File: src/hw/rtl/wlqs_sqrt.sv
// pipelined integer square root, one result bit per stage
`default_nettype none

module wlqs_sqrt #(
    parameter int RAD_W = 58,
    parameter int TAG_W = 1
) (
    input  wire logic               clk,
    input  wire logic               rst_n,
    input  wire logic               en,
    input  wire logic [RAD_W-1:0]   rad,
    input  wire logic [TAG_W-1:0]   tag_in,
    output logic [RAD_W/2-1:0]      root,
    output logic [TAG_W-1:0]        tag_out
);

    localparam int RB = RAD_W / 2;
    localparam int RM = RB + 3;

    logic [RAD_W-1:0] rad_reg  [RB];
    logic [RM-1:0]    rem_reg  [RB];
    logic [RB-1:0]    root_reg [RB];
    logic [TAG_W-1:0] tag_reg  [RB];

    for (genvar j = 0; j < RB; j++)
    begin : g_stage
        logic [RAD_W-1:0] rad_prev;
        logic [RM-1:0]    rem_prev;
        logic [RB-1:0]    root_prev;
        logic [TAG_W-1:0] tag_prev;
        logic [RM-1:0]    cur;
        logic [RM-1:0]    trial;
        logic             ge;

        if (j == 0)
        begin : g_first
            assign rad_prev  = rad;
            assign rem_prev  = '0;
            assign root_prev = '0;
            assign tag_prev  = tag_in;
        end
        else
        begin : g_next
            assign rad_prev  = rad_reg[j-1];
            assign rem_prev  = rem_reg[j-1];
            assign root_prev = root_reg[j-1];
            assign tag_prev  = tag_reg[j-1];
        end

        // bring down the next two radicand bits, try (root << 2) | 1
        assign cur   = {rem_prev[RM-3:0], rad_prev[RAD_W-1 -: 2]};
        assign trial = {1'b0, root_prev, 2'b01};
        assign ge    = cur >= trial;

        always_ff @(posedge clk or negedge rst_n)
        begin
            if (!rst_n)
                tag_reg[j] <= '0;
            else if (en)
                tag_reg[j] <= tag_prev;
        end

        always_ff @(posedge clk)
        begin
            if (en)
            begin
                rad_reg[j]  <= rad_prev << 2;
                rem_reg[j]  <= ge ? cur - trial : cur;
                root_reg[j] <= {root_prev[RB-2:0], ge};
            end
        end
    end

    assign root    = root_reg[RB-1];
    assign tag_out = tag_reg[RB-1];

endmodule

`default_nettype wire

File: config.mk
export PLATFORM = sky130hd
export DESIGN_NAME = wlqs_sqrt
export DESIGN_NICKNAME = d
export VERILOG_FILES = /design/src/hw/rtl/wlqs_sqrt.sv
export SDC_FILE = /design/constraint.sdc
export NUM_CORES = 2
export LEC_CHECK = 0
export BUFFER_PORTS_ARGS = -buffer_cell sky130_fd_sc_hd__buf_4
export CORE_ASPECT_RATIO = 0.75
export CORE_MARGIN = 3
export CORE_UTILIZATION = 48
export DETAILED_ROUTE_END_ITERATION = 10
export HOLD_SLACK_MARGIN = 0.02
export PLACE_DENSITY = 0.67
export SLEW_MARGIN = 20
export SYNTH_ARGS = -nofsm -noshare
export SYNTH_HDL_FRONTEND = slang
export SYNTH_SLANG_ARGS = --single-unit
File: constraint.sdc
create_clock -name clk -period 3.4 [get_ports clk]
set_input_delay 0 -clock clk [delete_from_list [all_inputs] [get_ports clk]]
set_output_delay 0 -clock clk [all_outputs]
set_load 0.02 [all_outputs]
==> run summary <==
Logic synthesis
• top_reg_cell synth: edfxtp_1
• Cell Area, Synth: 95500 um^2
• number of distinct standard cells referenced by the synthesized netlist: 94
• Synth area leader: edfxtp_1
• top cells by area in the synthesized netlist: edfxtp_1, ha_1, xnor2_1
• Avg Cell Area, Syn: 13.11 um^2
• number of register bits inferred by synthesis: 2074
• async set-or-reset flop fraction in the synthesized netlist: 1.398%
• most common library cells after synthesis: edfxtp_1, inv_1, nand2_1, ha_1, nor2_1
• most repeated cell in the gate-level netlist after synthesis: edfxtp_1
• synthesized instance count: 7282
• number of nets in the synthesized netlist: 7810
• Warnings, synthesis: 0
• register area share after synthesis: 65.07%
• number of enable flip-flop cells after synthesis: 2045
• Synth top area share: 64.31%

Timing
• Final period util: 97.82%
• actual transition at the worst max-transition pin: 814.4 ps
• post-route setup slack: 74.10 ps
• final period demand of the worst path: 3326 ps
• timing-limited maximum frequency: 0.3007 GHz
• remaining max-slew budget at the tightest pin: 45.21%
• endpoints failing setup: 0
• largest clock skew in the final design: 68.11 ps
• Final Hold Vio Count: 0
• RSZ-0062 raised after global routing: true
• number of max-slew violations in the final report: 0

Floorplanning
• width of the chip: 521.0 um
• Die Outline Area: 204400 um^2
• floorplan core area: 197400 um^2
• initial core utilization: 48.37%
• die height: 392.3 um
• # IOs: 92
• Std-Cell Rows: 141

Placement
• buffers added on ports: 91
• Inst Count DP: 10181
• global placement routability congestion: 0.9026
• worst setup timing slack at the placement stage: -48.70 ps
• final HPWL from detailed placement: 141400 um

Min path
• Worst Hold Class: in2async

Final layout
• area delta synth->final: 15.46%
• final layout net count: 8415
• Final Instance Count excl. Fillers: 10692
• antenna cell count: 0
• fill count: 15909
• share of post-route cells with drive strength above 1: 11.73%
• flip-flop count of the largest register after layout: 812

Clock tree
• buffers from clock root to sink, at most: 4
• TritonCTS clock tree: built
• Clock H-tree levels: 4
• Clk Tree Root Cell: clkbuf_16
• Skew-Pair Late Insertion Delay: 860 ps
• Inserted Clock Buffers: 210
• sink count of the clock tree: 2074
• Clock Pin Slew Worst Setup and Hold Paths: 60 ps

Critical path
• Critical Path Max Stage Delay: 490 ps
• critical path, cell by cell: ha_1 -> o21ai_1 -> a21boi_2 -> nor4_2 -> o31a_1 -> o211ai_1 -> nor4b_2 -> nand2_1 -> nor4_1 -> xor2_1
• CP Data Arrival Time: 3870 ps
• element type at the critical path end: flop
• type of element launching the critical path: flop
• type of the setup path with the least slack: reg2reg
• maximum fanout along the worst path: 4
• cell at the slowest stage of the critical path: ha_1
• CP required: 3940 ps

Detailed routing
• number of vias per cell: 5.453
• DRC: 0
• vias after detailed routing: 58301
• final WL: 199700 um
• average wire length per cell after detail routing: 18.68 um
• residual antenna-violating net count after detailed routing: 0
• total iterations of the first detailed-routing run: 8
• 1st-iter DRT viols: 5444

Global routing
• GRT Total Usage: 19.18%
• antenna violations before repair: 3
• Congestion Overflow GR: 0
• maximum number of pins on one net before global-route repair: 127
• wire length of the first global-routing pass: 313800 um
• vias in the first global route: 56317

Status
• result of the run: complete, no violations

Run
• maxcap violations: 0

Power
• power density of the placed cells: 650.4 nW/um^2
• worst voltage drop across the vdd grid: 0.4511 mV
• standby leakage power: 42.61 nW

==> worst paths after layout <==
check	start	end	slack, ps	cells after the start
max in group asynchronous	rst_n	g_stage[3].tag_prev	3020	4
min	rst_n	g_stage[23].tag_prev	180	4
min reg2reg	rad_reg[4][36]	rad_reg[4][94]	370	0
min in group clk	en	rad_reg[2][35]	330	2
max reg2reg	rem_reg[0][385]	rem_reg[0][437]	70	10
max	rem_reg[0][385]	rem_reg[0][437]	70	10
==> power by group <==
part           switching, W  internal [W]  leakage, nW
clock               0.00956        0.0130         3.24
combinational       0.00814       0.00655         19.4
sequential          0.00220        0.0323         20.0
==> what timing repair did <==
item,in CTS,in global routing
gates cloned,0,2
setup buffers,2,12
hold buffers,123,0
pin swaps,1,22
hold endpoints to repair,370,0
endpoints found under the setup margin,42,315
resized for setup,13,112
==> layout by cell type, fill, tap and decap left out, drive strengths merged, types with 15 or more instances in the layout <==
master / count
nor2b: 79
or4: 48
nor2: 455
nor4: 96
ha: 466
and3: 28
clkinv: 88
o21bai: 31
a211oi: 36
nand2b: 98
inv: 576
o21ai: 400
o211ai: 21
o21a: 79
buf: 405
a31oi: 36
nand3: 96
a21oi: 448
or3: 60
clkbuf: 257
edfxtp: 2045
xor2: 329
bufinv: 20
xnor2: 341
a2111oi: 16
nor3: 163
mux2: 99
and2: 24
dlygate4sd3: 122
a21o: 193
nand4: 82
o31ai: 34
or2: 37
a21boi: 15
dfrtp: 29
nand2: 491
==> stage by stage <==
| step | instance area [um^2] | total power (W) | setup TNS (ps) | utilization [%] | hold slack [ps] |
|---|---|---|---|---|---|
| global route | 110300 | 0.07539 | -239.8 | 55.85 | 165.9 |
| global placement | 101600 | 0.04884 | -37.76 | 51.49 | -66.55 |
| CTS | 109600 | 0.07209 | 0 | 55.53 | 103.9 |
| finish | 110300 | 0.07172 | 0 | 55.85 | 181.7 |
| floorplan | 95500 | 0.04403 | 0 | - | -295.6 |
| detailed placement | 101600 | 0.04909 | -300.2 | 51.49 | -59.72 |
==> per-layer routing <==
metal / global-route usage [%] / vias up / routed length, um
met5: 0 / - / 0
li1: - / 28096 / -
met1: 29.82 / 28272 / 97790
met3: 2.845 / 315 / 12140
met4: 4.434 / 0 / 4130
met2: 28.34 / 1618 / 85670
==> worst max-delay path: cells and delay by family, from the launching register on <==
kind,cells,cell delay (ps)
AOI/OAI and AO/OA,4,1130
and+or+nand+nor,4,830
adders and majority gates,1,490
DFF,1,440
xor gates and xnor gates,1,110
==> cell type report <==
cell class	count	area (um^2)	share of cell area [%]
clock buffers	255	5497	4.985
multi-input cells	4497	31270	28.36
clock inverters	117	1160	1.052
well taps	2645	3309	3.001
inverters	575	2158	1.957
flip-flops and latches	2074	62130	56.35
repair buffers	529	4735	4.294
==> logic make-up after synthesis <==
family	Yosys count	share of synthesized area [%]
DFF	2074	65.07
and+or+nand+nor	1811	9.317
AOI/OAI and AO/OA	1445	9.327
buffers and inverters	711	2.816
xor gates and xnor gates	670	6.145
adders and majority gates	466	6.106
muxes	104	1.220
other	1	0.003927
Note: power is estimated with default switching activity, not from simulation.
