### src/hw/rtl/wlqs_div.sv
// pipelined restoring divider, one quotient bit per stage, optional delay padding
`default_nettype none

module wlqs_div #(
    parameter int NUM_W = 45,
    parameter int DEN_W = 29,
    parameter int QUO_W = 17,
    parameter int PAD   = 0,
    parameter int TAG_W = 1
) (
    input  wire logic             clk,
    input  wire logic             rst_n,
    input  wire logic             en,
    input  wire logic [NUM_W-1:0] num,
    input  wire logic [DEN_W-1:0] den,
    input  wire logic [TAG_W-1:0] tag_in,
    output logic [QUO_W-1:0]      quo,
    output logic [TAG_W-1:0]      tag_out
);

    localparam int CW = DEN_W + QUO_W;

    logic [CW-1:0]    rem_reg [QUO_W];
    logic [DEN_W-1:0] den_reg [QUO_W];
    logic [QUO_W-1:0] quo_reg [QUO_W];
    logic [TAG_W-1:0] tag_reg [QUO_W];

    for (genvar i = 0; i < QUO_W; i++)
    begin : g_stage
        localparam int B = QUO_W - 1 - i;
        logic [CW-1:0]    rem_prev;
        logic [CW-1:0]    dsh;
        logic [DEN_W-1:0] den_prev;
        logic [QUO_W-1:0] quo_prev;
        logic [TAG_W-1:0] tag_prev;
        logic             ge;

        if (i == 0)
        begin : g_first
            assign rem_prev = CW'(num);
            assign den_prev = den;
            assign quo_prev = '0;
            assign tag_prev = tag_in;
        end
        else
        begin : g_next
            assign rem_prev = rem_reg[i-1];
            assign den_prev = den_reg[i-1];
            assign quo_prev = quo_reg[i-1];
            assign tag_prev = tag_reg[i-1];
        end

        assign dsh = CW'(den_prev) << B;
        assign ge  = rem_prev >= dsh;

        always_ff @(posedge clk or negedge rst_n)
        begin
            if (!rst_n)
                tag_reg[i] <= '0;
            else if (en)
                tag_reg[i] <= tag_prev;
        end

        always_ff @(posedge clk)
        begin
            if (en)
            begin
                rem_reg[i] <= ge ? rem_prev - dsh : rem_prev;
                den_reg[i] <= den_prev;
                quo_reg[i] <= {quo_prev[QUO_W-2:0], ge};
            end
        end
    end

    if (PAD > 0)
    begin : g_pad
        logic [QUO_W-1:0] pq_reg [PAD];
        logic [TAG_W-1:0] pt_reg [PAD];

        always_ff @(posedge clk or negedge rst_n)
        begin
            if (!rst_n)
            begin
                for (int p = 0; p < PAD; p++)
                    pt_reg[p] <= '0;
            end
            else if (en)
            begin
                pt_reg[0] <= tag_reg[QUO_W-1];
                for (int p = 1; p < PAD; p++)
                    pt_reg[p] <= pt_reg[p-1];
            end
        end

        always_ff @(posedge clk)
        begin
            if (en)
            begin
                pq_reg[0] <= quo_reg[QUO_W-1];
                for (int p = 1; p < PAD; p++)
                    pq_reg[p] <= pq_reg[p-1];
            end
        end

        assign quo     = pq_reg[PAD-1];
        assign tag_out = pt_reg[PAD-1];
    end
    else
    begin : g_nopad
        assign quo     = quo_reg[QUO_W-1];
        assign tag_out = tag_reg[QUO_W-1];
    end

endmodule

`default_nettype wire

### config.mk
export PLATFORM = sky130hd
export DESIGN_NAME = wlqs_div
export DESIGN_NICKNAME = d
export VERILOG_FILES = /design/src/hw/rtl/wlqs_div.sv
export SDC_FILE = /design/constraint.sdc
export NUM_CORES = 2
export LEC_CHECK = 0
export ABC_AREA = 1
export BUFFER_PORTS_ARGS = -buffer_cell sky130_fd_sc_hd__buf_2
export CAP_MARGIN = 20
export CORE_MARGIN = 3
export CORE_UTILIZATION = 30
export CTS_CLUSTER_SIZE = 14
export DETAILED_ROUTE_END_ITERATION = 12
export HOLD_SLACK_MARGIN = 0.15
export PLACE_DENSITY_LB_ADDON = 0.08
export SLEW_MARGIN = 20
export SYNTH_ARGS = -nofsm -noshare
export SYNTH_HDL_FRONTEND = slang
export SYNTH_SLANG_ARGS = --single-unit
export TNS_END_PERCENT = 20
### constraint.sdc
create_clock -name clk -period 3.3 [get_ports clk]
set_clock_uncertainty 0.15 [all_clocks]
set_input_delay 0.165 -clock clk [delete_from_list [all_inputs] [get_ports clk]]
set_output_delay 0.165 -clock clk [all_outputs]
set_load 0.005 [all_outputs]
==> reports/metrics.cfg <==
[sta]
post-route-period-util_pct=95.3
finalHoldViolCount=0
fmax_mhz=318
maxSlewHeadroom_pct=32.7
rsz0062_at_grt=yes
drv_slew=0
finalSetupViolCount=0
final.min_clock_period_ns=3.15
worst_pin_slew_ns=1.00

[power_and_ir_drop]
p_per_area_mw_per_mm2=830
p_switching_mw=40.6
peakVddDrop_mv=0.383
p_int_mw=49.2
p_leak_nw=52.7
switching_share_pct=45.2
p_total_mw=89.8
p_seq_share_pct=32.1
clkPwrFrac_pct=21.3
comb_power_share_pct=46.6

[die]
core_area_sq_mm=0.307
fp.dieH_um=563
fp-row-count=203
start_util_pct=30.3
ios=96
die_x_um=563
dieArea_sq_mm=0.317

[clock_tree]
cts_root_buf=clkbuf_16
clock_path_buffers=4
cts.sinks=1370
clock_latency_ns=0.88
cts_buffers=174
cts_tree=done
path_clk_slew_ns=0.06
h-tree-depth=4

[setup_path]
critPathArrivalTime_ns=3.60
worst_r2r_endpoint=rem_reg[0][437]
cp_max_fo=17
r2r_start=den_reg[0][257]
r2r_cells=14
crit_required_ns=3.76
r2r_setup_slack_ns=0.15
crit_path_end_kind=flip-flop
path_class=flip-flop to flip-flop
setup.worst_path.start_class=flip-flop

[synthesis]
synthCells=12605
ys_ff_latch=1370
avgSynthCellArea_sq_um=7.39
synth_edf_count=1353
synth.net_count=13192
synth_flop_cell=edfxtp_1
yosysUniqueCellTypes=50
synth_area_sq_mm=0.0931
async_flop_share_pct=1.24
ys_seq_area_share_pct=44.1
ys_warn_count=0

[grt]
first_global_vias=81241
grt-ovfl-total=0
top_usage_layer=met2
antenna_found_initial=9
use_met2_pct=42.1
grt_pass1_wl_um=554000
grt_start_max_net_pins=111
use_met3_pct=2.26
track_usage_pct=23.6
grtUsageMet1_pct=30.6

[detailed_routing]
drc=0
wl_um=382000
drtPass1Iterations=9
drt-wirelength-per-cell_um=21.8
vias=81892
vias_per_cell=4.68
drtAntennaViolNets=0
drtIter0Drc=6769

[finish]
num-fill-cells=32906
design_area_sq_mm=0.108
multi_input_area_sq_mm=0.0423
syn2layout_area_growth_pct=16.2
seq_area_sq_mm=0.0411
largest_register_ffs=736
drive_gt1_share_pct=6.31
nNetsFinal=13853

[placement]
hpwl_um=320000
place_area_sq_mm=0.101
port_buffers=95
place_congestion=0.935

[hold_path]
holdCritStartpoint=quo_reg[0][89]
worstHoldPathCells=0
hold_class=flip-flop to flip-flop
holdPathEnd=quo_reg[0][107]

[flow_run]
cap_violations=0

[run_status]
status=finished clean

cell usage after synthesis, types with 3 or more instances:
cell type  instances  area [sq um]
o21ai_0          185           926
a21o_1             5          37.5
nand3_2            7          70.1
nor3_1            86           430
o21ai_2           27           236
o21bai_1          32           240
nand2_2           21           131
nor4_1            13          81.3
o21a_1             5          37.5
inv_1           2390          8970
nand3b_1          69           518
nand3_1          748          3740
inv_2             16          60.1
nand2_1         4858         18200
buf_6             32           360
mux2_2             3          33.8
buf_2             38           190
edfxtp_1        1353         40600
and2_1            20           125
nor2_2            23           144
and3_1             4          25.0
buf_4             28           210
a21oi_2           39           342
fa_1              16           320
nand2_4            4          45.0
o21ai_1           23           115
nor2_1          1128          4230
inv_4              3          18.8
xnor2_1           76           666
a21oi_1          421          2110
nor3_2             6          60.1
buf_1              4          15.0
xor2_1           215          1880
dfrtp_1           17           425
o211ai_1           6          45.0
nand4_1          168          1050
ha_1             493          6170
or2_2              6          37.5
worst max-delay path by stage:
stage               cells past startpoint               to  slack, ns       startpoint
floorplan                              14  rem_reg[0][679]       0.80  rem_reg[0][600]
global placement                       13  rem_reg[0][444]      -0.51  den_reg[0][260]
detailed placement                     13  rem_reg[0][444]      -0.52  den_reg[0][259]
CTS                                    14  rem_reg[0][409]       0.02  den_reg[0][209]
global route                           14  rem_reg[0][437]      -0.03  den_reg[0][257]
finish                                 14  rem_reg[0][437]       0.15  den_reg[0][257]
power groups by stage:
stage	combinational [mW]	sequential, mW	clock [mW]
2_1_floorplan	27.1	26.1	0
3_3_place_gp	41.8	29.5	0
3_5_place_dp	41.6	29.3	0
4_1_cts	42.0	29.0	19.8
5_1_grt	47.2	29.1	20.5
6_report	41.8	28.8	19.2
worst max-delay path, cell delays in order (launching register included):
cell      delay, ns
edfxtp_1       0.60
inv_1          0.09
ha_1           0.38
nand2_1        0.18
inv_1          0.05
a21oi_1        0.26
nor2_1         0.07
nor2_1         0.13
nand2_1        0.08
nor2_1         0.17
nand2_4        0.07
inv_2          0.21
buf_12         0.20
nand2_1        0.06
o21ai_1        0.21
layer usage:
layer  vias to the layer above  routed length, um
li1                      41018                  -
met1                     38569             169000
met2                      1911             188000
met3                       394              14800
met4                         0              10300
met5                         -                  0
what timing repair did:
action | CTS | global route
hold buffers | 169 | 0
resized for setup | 7 | 7
endpoints found under the setup margin | 30 | 55
endpoints found under the hold margin | 1187 | 0
cloned | 0 | 0
buffers inserted | 0 | 1
kinds of logic (layout without fill, tap and decap cells):
group                    Yosys count  in the layout  share of synthesized area (%)
AO/OA/AOI/OAI                    751            751                           4.47
XOR/XNOR                         291            291                           2.74
adder cells (fa/ha/maj)          509            509                           6.97
buffers and inverters           2514           3308                           10.6
flip-flops                      1370           1370                           44.1
multiplexers                       3              3                         0.0363
other                              0              4                              0
AND/OR/NAND/NOR                 7167           7167                           31.1
area by class of cell:
type	instances	share of cell area [%]
Antenna cell	4	0.00925
Clock buffer	205	4.20
Clock inverter	104	0.956
Inverter	2409	8.36
Multi-Input combinational cell	8721	39.1
Sequential cell	1370	37.9
Tap cell	4100	4.74
Timing Repair Buffer	590	4.74
metrics by stage:
step,TNS [ns],hold WS (ns),util [%],setup slack [ns],std cells
6_report,0,0.257,35.2,0.154,17503
3_5_place_dp,-3.43,0.0205,32.8,-0.522,17020
5_1_grt,-0.0898,0.232,35.2,-0.0332,17501
2_1_floorplan,0,-0.281,-,0.803,12605
3_3_place_gp,-3.70,0.0153,32.8,-0.512,17020
4_1_cts,0,0.209,35.2,0.0215,17498
layout by cell type, fill, tap and decap left out, drive strengths merged, types with 20 or more instances in the layout:
| cell | count |
|---|---|
| ha | 493 |
| xnor2 | 76 |
| nor2 | 1153 |
| dlygate4sd3 | 169 |
| buf | 421 |
| clkbuf | 205 |
| inv | 2421 |
| nand3b | 69 |
| a21oi | 460 |
| nand4 | 168 |
| edfxtp | 1353 |
| clkinv | 61 |
| nand2 | 4883 |
| and2 | 20 |
| nor3 | 92 |
| o21ai | 235 |
| o21bai | 32 |
| nand3 | 757 |
| xor2 | 215 |
Note: power is estimated with default switching activity, not from simulation.
